**src/rtl/mie_pkg.sv**
```systemverilog
// Package: opcodes, shared types and float compare helpers for the execute unit.
package mie_pkg;

    localparam int MEM_ADDR_WIDTH_DEF = 16;
    localparam int PC_WIDTH_DEF       = 26;
    localparam logic [4:0] LINK_REG   = 5'd28;

    typedef enum logic [5:0] {
        OP_BL   = 6'b000001,
        OP_J    = 6'b000010,
        OP_FBNE = 6'b000011,
        OP_BEQ  = 6'b000100,
        OP_BNE  = 6'b000101,
        OP_BG   = 6'b000110,
        OP_FBG  = 6'b000111,
        OP_ADDI = 6'b001000,
        OP_JAL  = 6'b011000,
        OP_LW   = 6'b100011,
        OP_LWS  = 6'b100100,
        OP_SW   = 6'b101011,
        OP_SWS  = 6'b101100,
        OP_SLL  = 6'b111111
    } t_opcode;

    typedef enum logic [1:0] {
        DK_NONE  = 2'd0,
        DK_INT   = 2'd1,
        DK_FLOAT = 2'd2,
        DK_MEM   = 2'd3
    } t_dest_kind;

    // classified instruction handed from front to back
    typedef struct packed {
        logic [31:0] ins;
        logic        supported;
    } t_decoded;

    function automatic logic f_is_nan(input logic [31:0] x);
        return (x[30:23] == 8'hFF) && (x[22:0] != 23'd0);
    endfunction

    function automatic logic [31:0] f_key(input logic [31:0] x);
        logic [31:0] y;
        y = (x[30:0] == 31'd0) ? 32'd0 : x;
        return y[31] ? ~y : (y | 32'h8000_0000);
    endfunction

endpackage

```
**src/rtl/mie_front.sv**
```systemverilog
// Front end: accepts instruction transfers, classifies them, feeds a two-entry queue.
module mie_front (
    input  logic                i_clk,
    input  logic                i_rst_n,
    input  logic                i_valid,
    output logic                o_ready,
    input  logic [31:0]         i_ins,
    output logic                o_valid,
    input  logic                i_ready,
    output mie_pkg::t_decoded   o_item
);
    mie_pkg::t_decoded r_q [2];
    logic              r_head;
    logic              r_tail;
    logic [1:0]        r_cnt;
    logic              push, pop;
    logic              supported;
    mie_pkg::t_decoded d;

    always_comb begin
        unique case (i_ins[31:26])
            mie_pkg::OP_BL, mie_pkg::OP_J, mie_pkg::OP_FBNE, mie_pkg::OP_BEQ,
            mie_pkg::OP_BNE, mie_pkg::OP_BG, mie_pkg::OP_FBG, mie_pkg::OP_ADDI,
            mie_pkg::OP_JAL, mie_pkg::OP_LW, mie_pkg::OP_LWS, mie_pkg::OP_SW,
            mie_pkg::OP_SWS, mie_pkg::OP_SLL: supported = 1'b1;
            default: supported = 1'b0;
        endcase
        d.ins       = i_ins;
        d.supported = supported;
    end

    assign o_ready = (r_cnt != 2'd2);
    assign o_valid = (r_cnt != 2'd0);
    assign o_item  = r_q[r_head];
    assign push    = i_valid && o_ready;
    assign pop     = o_valid && i_ready;

    always_ff @(posedge i_clk) begin
        if (push) begin
            r_q[r_tail] <= d;
        end
        if (!i_rst_n) begin
            r_head <= 1'b0;
            r_tail <= 1'b0;
            r_cnt  <= 2'd0;
        end else begin
            if (push) r_tail <= ~r_tail;
            if (pop)  r_head <= ~r_head;
            r_cnt <= r_cnt + {1'b0, push} - {1'b0, pop};
        end
    end
endmodule

```
**config.mk**
```make
export PLATFORM = sky130hd
export DESIGN_NAME = mie_front
export DESIGN_NICKNAME = d
export VERILOG_FILES = /design/src/rtl/mie_pkg.sv /design/src/rtl/mie_front.sv
export SDC_FILE = /design/constraint.sdc
export NUM_CORES = 1
export LEC_CHECK = 0
export BUFFER_PORTS_ARGS = -buffer_cell sky130_fd_sc_hd__buf_2
export CAP_MARGIN = 20
export CORE_UTILIZATION = 40
export CTS_BUF_LIST = sky130_fd_sc_hd__clkbuf_4 sky130_fd_sc_hd__clkbuf_8
export DETAILED_ROUTE_END_ITERATION = 7
export HOLD_SLACK_MARGIN = 0.03
export PLACE_DENSITY = 0.64
export SLEW_MARGIN = 10
export SYNTH_ARGS = -nofsm -noshare
export SYNTH_HDL_FRONTEND = slang
export SYNTH_SLANG_ARGS = --single-unit
```
**constraint.sdc**
```tcl
create_clock -name i_clk -period 4.9 [get_ports i_clk]
set_input_delay 0.735 -clock i_clk [delete_from_list [all_inputs] [get_ports i_clk]]
set_output_delay 0.735 -clock i_clk [all_outputs]
set_load 0.02 [all_outputs]
```
Yosys cells after proc, flatten, opt, wreduce, memory -nomap -nowiden
Memories as Yosys holds them, arrays and structs flattened. A register that Yosys moved wholly into a read port is not among the register bits. Index checks and enable logic that the tools add are counted. W data, S select, Z words.

Register bits after elaboration: 4. RAM bits: 66. Memory bits (read-only): 64. Output and inout port bits: 35. Logic and storage cells: 17. Memories kept: 2.

Add/sub/neg operators: 2. Equal/unequal tests: 1. Mux-type cells: 4. Bitwise gates (word level): 2. Reduce and logical (&&, ||, !) cells: 3.

Memories: r_q (words 2, width 33, read ports 1, clocked after memory_dff 1, wr ports 1, RTL line mie_front.sv:12) `mie_pkg::t_decoded r_q [2];`; (name not given) (words 64, width 1, read ports 1, clocked after memory_dff 0, wr ports 0, RTL line mie_front.sv:21) `unique case (i_ins[31:26])`.

Operators by type and width (count): $mux W1 (4); $add A2 B1 Y2 (1); $logic_and A1 B1 Y1 (2); $ne A2 B2 Y1 const B (1); $not A1 Y1 (2); $reduce_bool A2 Y1 (1); $sub A2 B1 Y2 (1).

Longest topological paths before layout
Gate-level depths: netlist of run 1.

Depth in word-level cells: 4. Mapped depth: 8.

Worst setup path before layout of run 1
No wires, ideal clock.

Path type: input to register. Start: input i_valid. End: memory r_q[1][0] in the netlist's numbering, enable pin. Setup time: 393 ps. Arrival: 1591 ps. Required time: 4507 ps. Slack: 2916 ps. Stages on the path: 1. Path buffers: 0. Path through: and3_1.

Word-level cells in the longest chain between the ends: 3.

Ends and longest elaborated chain: start, declared (RTL line mie_front.sv:5) `input logic i_valid,`; $logic_and A1 B1 Y1 (RTL line mie_front.sv:35) `assign push = i_valid && o_ready;`; $mux W1 (RTL line mie_front.sv:39) `if (push) begin`; $mux W1 (implied by the code) (RTL line mie_front.sv:40) `r_q[r_tail] <= d;`; end, declared (RTL line mie_front.sv:12).

Every way passes these cells.

==> impl_metrics.tcl, run 1 <==
set metrics [dict create \
    finalSetupViolCount 0 \
    antenna_left 0 \
    start_util_pct 41.8 \
    worst_slew_margin_rel_pct 65.3 \
    seqCellArea_mm2 0.00208 \
    core_mm2 0.00639 \
    row_count 29 \
    holdCritStartpoint "r_head$_SDFFE_PN0P_" \
    maxCapViolations 0 \
    cts-buffers-inserted 9 \
    h-tree-depth 3 \
    p_leak_nw 1.25 \
    met1_length_um 1960 \
    cts_tree "built" \
    path_class "register to output pin" \
    peakVddDrop_mv 0.286 \
    post_dp_cell_area_mm2 0.00312 \
    place_congestion 0.679 \
    tightest_slew_ns 0.520 \
    finalClockSkew_ns 0.00575 \
    hold_buffers 0 \
    routed_wl_um 4170 \
    dp_hpwl_um 2710 \
    fp.dieH_um 83.7 \
    multi_input_area_um2 556 \
    syn_inst 137 \
    synth_area_mm2 0.00267 \
    cts_buffer_depth 2 \
    top_layer_used "met4" \
    overflow 0 \
    area_growth_pct 22.1 \
    antenna_found_initial 0 \
    clk_pin_slew_ns 0.06 \
    synth_edf_count 66 \
    die_width_um 83.7 \
    grt_pass1_wl_um 6630 \
    hold_ws_ns 0.510 \
    r2r_slack_ns 3.36 \
    synth_commonest_cells "66 x edfxtp_1, 33 x mux2_2, 5 x dfxtp_1, 5 x nor2_1, 4 x buf_2" \
    maxSlewViolCount 0 \
    wl_per_cell_um 14.1 \
    rr_endpoint "r_cnt[1]$_SDFF_PN0_" \
    cts-resized-gates 0 \
    finalSetupTns_ns 0 \
    die-area_mm2 0.00700 \
    vias 1421 \
    cts_setup_buffers 0 \
    post-route-period-util_pct 54.4 \
    pre_cts_slack_ns 2.54 \
    wl_met2_um 1940 \
    crit_path_end_kind "output pin" \
    ys_warn_count 0 \
    async_flop_share_pct 0 \
    drtIter0Drc 67 \
    syn-num-nets 176 \
    ys.flop_type "edfxtp_1" \
    fmax_mhz 375 \
    yosysSeqAreaShare_pct 78.0 \
    layout-drive-gt1-share_pct 53.9 \
    met3WireLength_um 176 \
    fin_ws_ns 2.23 \
    worstHoldPathType "register to register" \
    grt_max_degree 34 \
    vias_per_cell 4.80 \
    netlist_top_cells_area "edfxtp_1 74%, mux2_2 14%, dfxtp_1 3.8%, ha_1 1.4%, buf_2 0.75%" \
    hold_violations 0 \
    fin_nets 256 \
    status "complete, no violations" \
    synthMostInstantiatedCell "edfxtp_1" \
    cts-root-buf "clkbuf_8" \
    rsz0062_at_grt "no" \
    powerDensity_mw_per_mm2 486 \
    hold_depth 2 \
    required_ns 4.16 \
    synth_top_area_cell "edfxtp_1" \
    final_area_mm2 0.00326 \
    port_buffers 70 \
    drc_errors 0 \
    cp_max_fo 22 \
    grt_pass1_vias 1396 \
    rr_worst_depth 8 \
    antennaDiodeCount 0 \
    ys_ff_latch 71 \
    finalPower_mw 1.58 \
    syn_avg_cell_area_um2 19.5 \
    reg2reg_from "r_cnt[0]$_SDFF_PN0_" \
    synth.distinct_cells 23 \
    min_period_ns 2.67 \
    clkLatencyLatePin_ns 0.32 \
    synth_top_area_share_pct 74.3 \
    first_pass_iters 4 \
    start_kind "register" \
    worstPathArrival_ns 1.93 \
    n_fill_cell 564 \
    io_pins 71 \
    grt_usage_pct 12.7 \
    cts_sinks 71 \
]
state kept, by name, summed over array words and instances, names as in the netlist, named ones only:
| name | count |
|---|---|
| r_cnt | 2 |
| r_head | 1 |
| r_q | 66 |
| r_tail | 1 |
worst max-delay path by stage:
stage,start,slack (ns),depth (start not counted),end
6_report,register,2.23,3,o_item[14]
5_1_grt,register,2.11,3,o_item[3]
4_1_cts,register,2.18,3,o_item[14]
3_5_place_dp,register,2.54,3,o_item[14]
3_3_place_gp,register,2.57,3,o_item[14]
2_1_floorplan,i_valid,2.92,1,r_q[1][0]$_DFFE_PP_
area by class of cell:
cell class / instances / share of cell area (%)
Timing Repair Buffer: 73 / 11.4
Tap cell: 77 / 2.96
Inverter: 3 / 0.346
Multi-Input combinational cell: 59 / 17.1
Sequential cell: 71 / 63.9
Clock inverter: 4 / 0.499
Clock buffer: 9 / 3.80
cells by family after synthesis:
family,Yosys count,synth area share (%)
xor gates and xnor gates,3,0.985
AOI/OAI and AO/OA,6,1.64
buffers and inverters,7,1.17
and+or+nand+nor,14,2.86
DFF,71,78.0
muxes,33,13.9
adders and majority gates,3,1.41
per-layer routing:
metal  global-route usage [%]  up-vias
met2                     19.5       39
met3                     3.46        8
li1                         -      685
met4                     8.32        0
met1                     15.8      689
met5                        0        -
where the power goes:
group / internal, mW / total, mW / switching [mW]
combinational: 0.188 / 0.445 / 0.258
clock: 0.169 / 0.350 / 0.181
sequential: 0.755 / 0.786 / 0.0318
cell usage in the layout, fill, tap and decap left out:
master,count
a211oi_1,1
a21bo_2,1
a21oi_1,1
a31oi_1,1
and2_1,1
and3_1,2
buf_2,70
buf_4,3
clkbuf_8,9
clkinv_1,3
clkinv_2,1
dfxtp_1,5
edfxtp_1,66
ha_1,3
inv_1,3
mux2_2,33
nand2_1,1
nand2b_1,1
nand3b_1,1
nor2_1,5
nor3_1,1
o211ai_1,1
o21a_1,1
or2_2,1
or4b_1,1
xnor2_1,2
xor2_1,1
per-stage QoR:
step,std cells,utilization [%]
floorplan,137,-
global placement,283,48.8
detailed placement,283,48.8
CTS,296,51.0
global route,296,51.0
finish,296,51.0
worst max-delay path, cell delays in order, from the launching register on:
cell,delay (ns)
dfxtp_1,0.65
buf_4,0.40
mux2_2,0.39
buf_2,0.16
Power figures use the tool's default switching activity.
==> inputs of run 2 (changes only) <==
clock period = 2.6 ns   (was 4.9 ns; I/O delays follow)
==> run 2 against run 1 <==
Against the previous run:
- flip-flop and latch count stayed put
- worst setup slack worse by 1.5 ns
- combinational power is 96% higher
- die area stayed put
- critical path depth unchanged
- global-route usage rose by 0.66 points
- count of clock-buffer cells in the layout is the same
- register-to-register slack worse by 2.3 ns
- critical path type unchanged
- utilization rose by 1.2 points
- sequential power grew 86%
- critical endpoint is now o_item[24]
- clock power rose to 2.6 times the previous value
==> impl_metrics.tcl, run 2 (synthesis gave the netlist of run 1 again) <==
set metrics [dict create \
    final_area_mm2 0.00334 \
    io_pins 71 \
    vias 1423 \
    post-route-period-util_pct 73.1 \
    cts-root-buf "clkbuf_8" \
    drtIter0Drc 45 \
    finalSetupTns_ns 0 \
    first_pass_iters 4 \
    fmax_mhz 526 \
    cts_buffer_depth 2 \
    cp_max_fo 22 \
    tightest_slew_ns 0.477 \
    routed_wl_um 4380 \
    antenna_left 0 \
    final_cell_mix "70 x buf_2, 66 x edfxtp_1, 33 x mux2_2, 9 x clkbuf_8" \
    pre_cts_slack_ns 1.03 \
    area_growth_pct 25.0 \
    port_buffers 70 \
    fin_ws_ns 0.700 \
    p_leak_nw 1.28 \
    antenna_found_initial 0 \
    maxSlewViolCount 0 \
    rr_worst_depth 8 \
    min_period_ns 1.90 \
    rr_endpoint "r_cnt[1]$_SDFF_PN0_" \
    peakVddDrop_mv 0.553 \
    required_ns 2.21 \
    core_mm2 0.00639 \
    start_kind "register" \
    cts-buffers-inserted 9 \
    grt_max_degree 34 \
    cts-resized-gates 0 \
    worst_slew_margin_rel_pct 68.2 \
    n_fill_cell 548 \
    hold_violations 0 \
    overflow 0 \
    largest_reg_flops 66 \
    status "complete, no violations" \
    post_dp_cell_area_mm2 0.00313 \
    grt_pass1_vias 1445 \
    grt_usage_pct 13.4 \
    final_util_pct 52.3 \
    die_width_um 83.7 \
    fin_nets 257 \
    start_util_pct 41.8 \
    worstPathArrival_ns 1.51 \
    reg2reg_from "r_cnt[0]$_SDFF_PN0_" \
    place_congestion 0.684 \
    vias_per_cell 4.74 \
    cts_tree "built" \
    drc_errors 0 \
    mostFrequentLayoutCell "buf_2" \
    antennaDiodeCount 0 \
    layout-drive-gt1-share_pct 55.2 \
    cts_setup_buffers 0 \
    hold_buffers 0 \
    grt_pass1_wl_um 6870 \
    finalSetupViolCount 0 \
    wl_per_cell_um 14.6 \
    worstHoldPathType "primary input to register" \
    clkLatencyLatePin_ns 0.33 \
    crit_path_end_kind "output pin" \
    maxCapViolations 0 \
    finalClockSkew_ns 0.00557 \
    die-area_mm2 0.00700 \
    cts_sinks 71 \
    rsz0062_at_grt "no" \
    powerDensity_mw_per_mm2 973 \
    cp-endpoint "o_item[24]" \
    h-tree-depth 3 \
    fp.dieH_um 83.7 \
    clk_pin_slew_ns 0.08 \
    r2r_slack_ns 1.04 \
    dp_hpwl_um 2770 \
    path_class "register to output pin" \
    top_register "r_q" \
    top_regs "r_q x66, r_cnt x2" \
    hold_ws_ns 0.242 \
    row_count 29 \
]
run 2: worst min-delay path by stage:
| stage | endpoint | slack (ns) | depth (start not counted) | start |
|---|---|---|---|---|
| 2_1_floorplan | register | 0.48 | 2 | r_head$_SDFFE_PN0P_ |
| 3_3_place_gp | register | 0.52 | 2 | r_head$_SDFFE_PN0P_ |
| 3_5_place_dp | register | 0.50 | 2 | r_head$_SDFFE_PN0P_ |
| 4_1_cts | r_q[0][9]$_DFFE_PP_ | 0.22 | 1 | i_ins[8] |
| 5_1_grt | r_q[1][9]$_DFFE_PP_ | 0.21 | 1 | i_ins[8] |
| 6_report | r_q[1][9]$_DFFE_PP_ | 0.24 | 1 | i_ins[8] |
run 2: final cells by class:
class	instances	area (µm²)	share of cell area, %
Clock buffer	9	124	3.71
Clock inverter	7	87.6	2.62
Inverter	3	11.3	0.337
Multi-Input combinational cell	59	556	16.6
Sequential cell	71	2080	62.4
Tap cell	77	96.3	2.89
Timing Repair Buffer	74	380	11.4
run 2: critical path, cell delays in order, from the launching register on:
cell     delay (ns)
dfxtp_1        0.33
buf_4          0.30
mux2_2         0.39
buf_2          0.16
run 2: metal layers:
| metal | wire length [µm] | up-vias | global-route usage [%] |
|---|---|---|---|
| met5 | 0 | - | 0 |
| met4 | 97 | 0 | 8.78 |
| met3 | 218 | 9 | 4.35 |
| met2 | 2160 | 38 | 20.8 |
| met1 | 1910 | 685 | 16.0 |
| li1 | - | 691 | - |
run 2: where the power goes:
part	leakage (nW)	switching (mW)	total (mW)	internal [mW]
sequential	0.658	0.0401	1.46	1.42
combinational	0.519	0.509	0.870	0.361
clock	0.100	0.385	0.916	0.531
total	1.28	0.934	3.25	2.31
run 2: metrics by stage:
stage / cells / power (mW)
5_1_grt: 300 / 3.40
2_1_floorplan: 137 / 2.10
6_report: 300 / 3.25
4_1_cts: 300 / 3.30
3_5_place_dp: 284 / 2.37
3_3_place_gp: 284 / 2.37
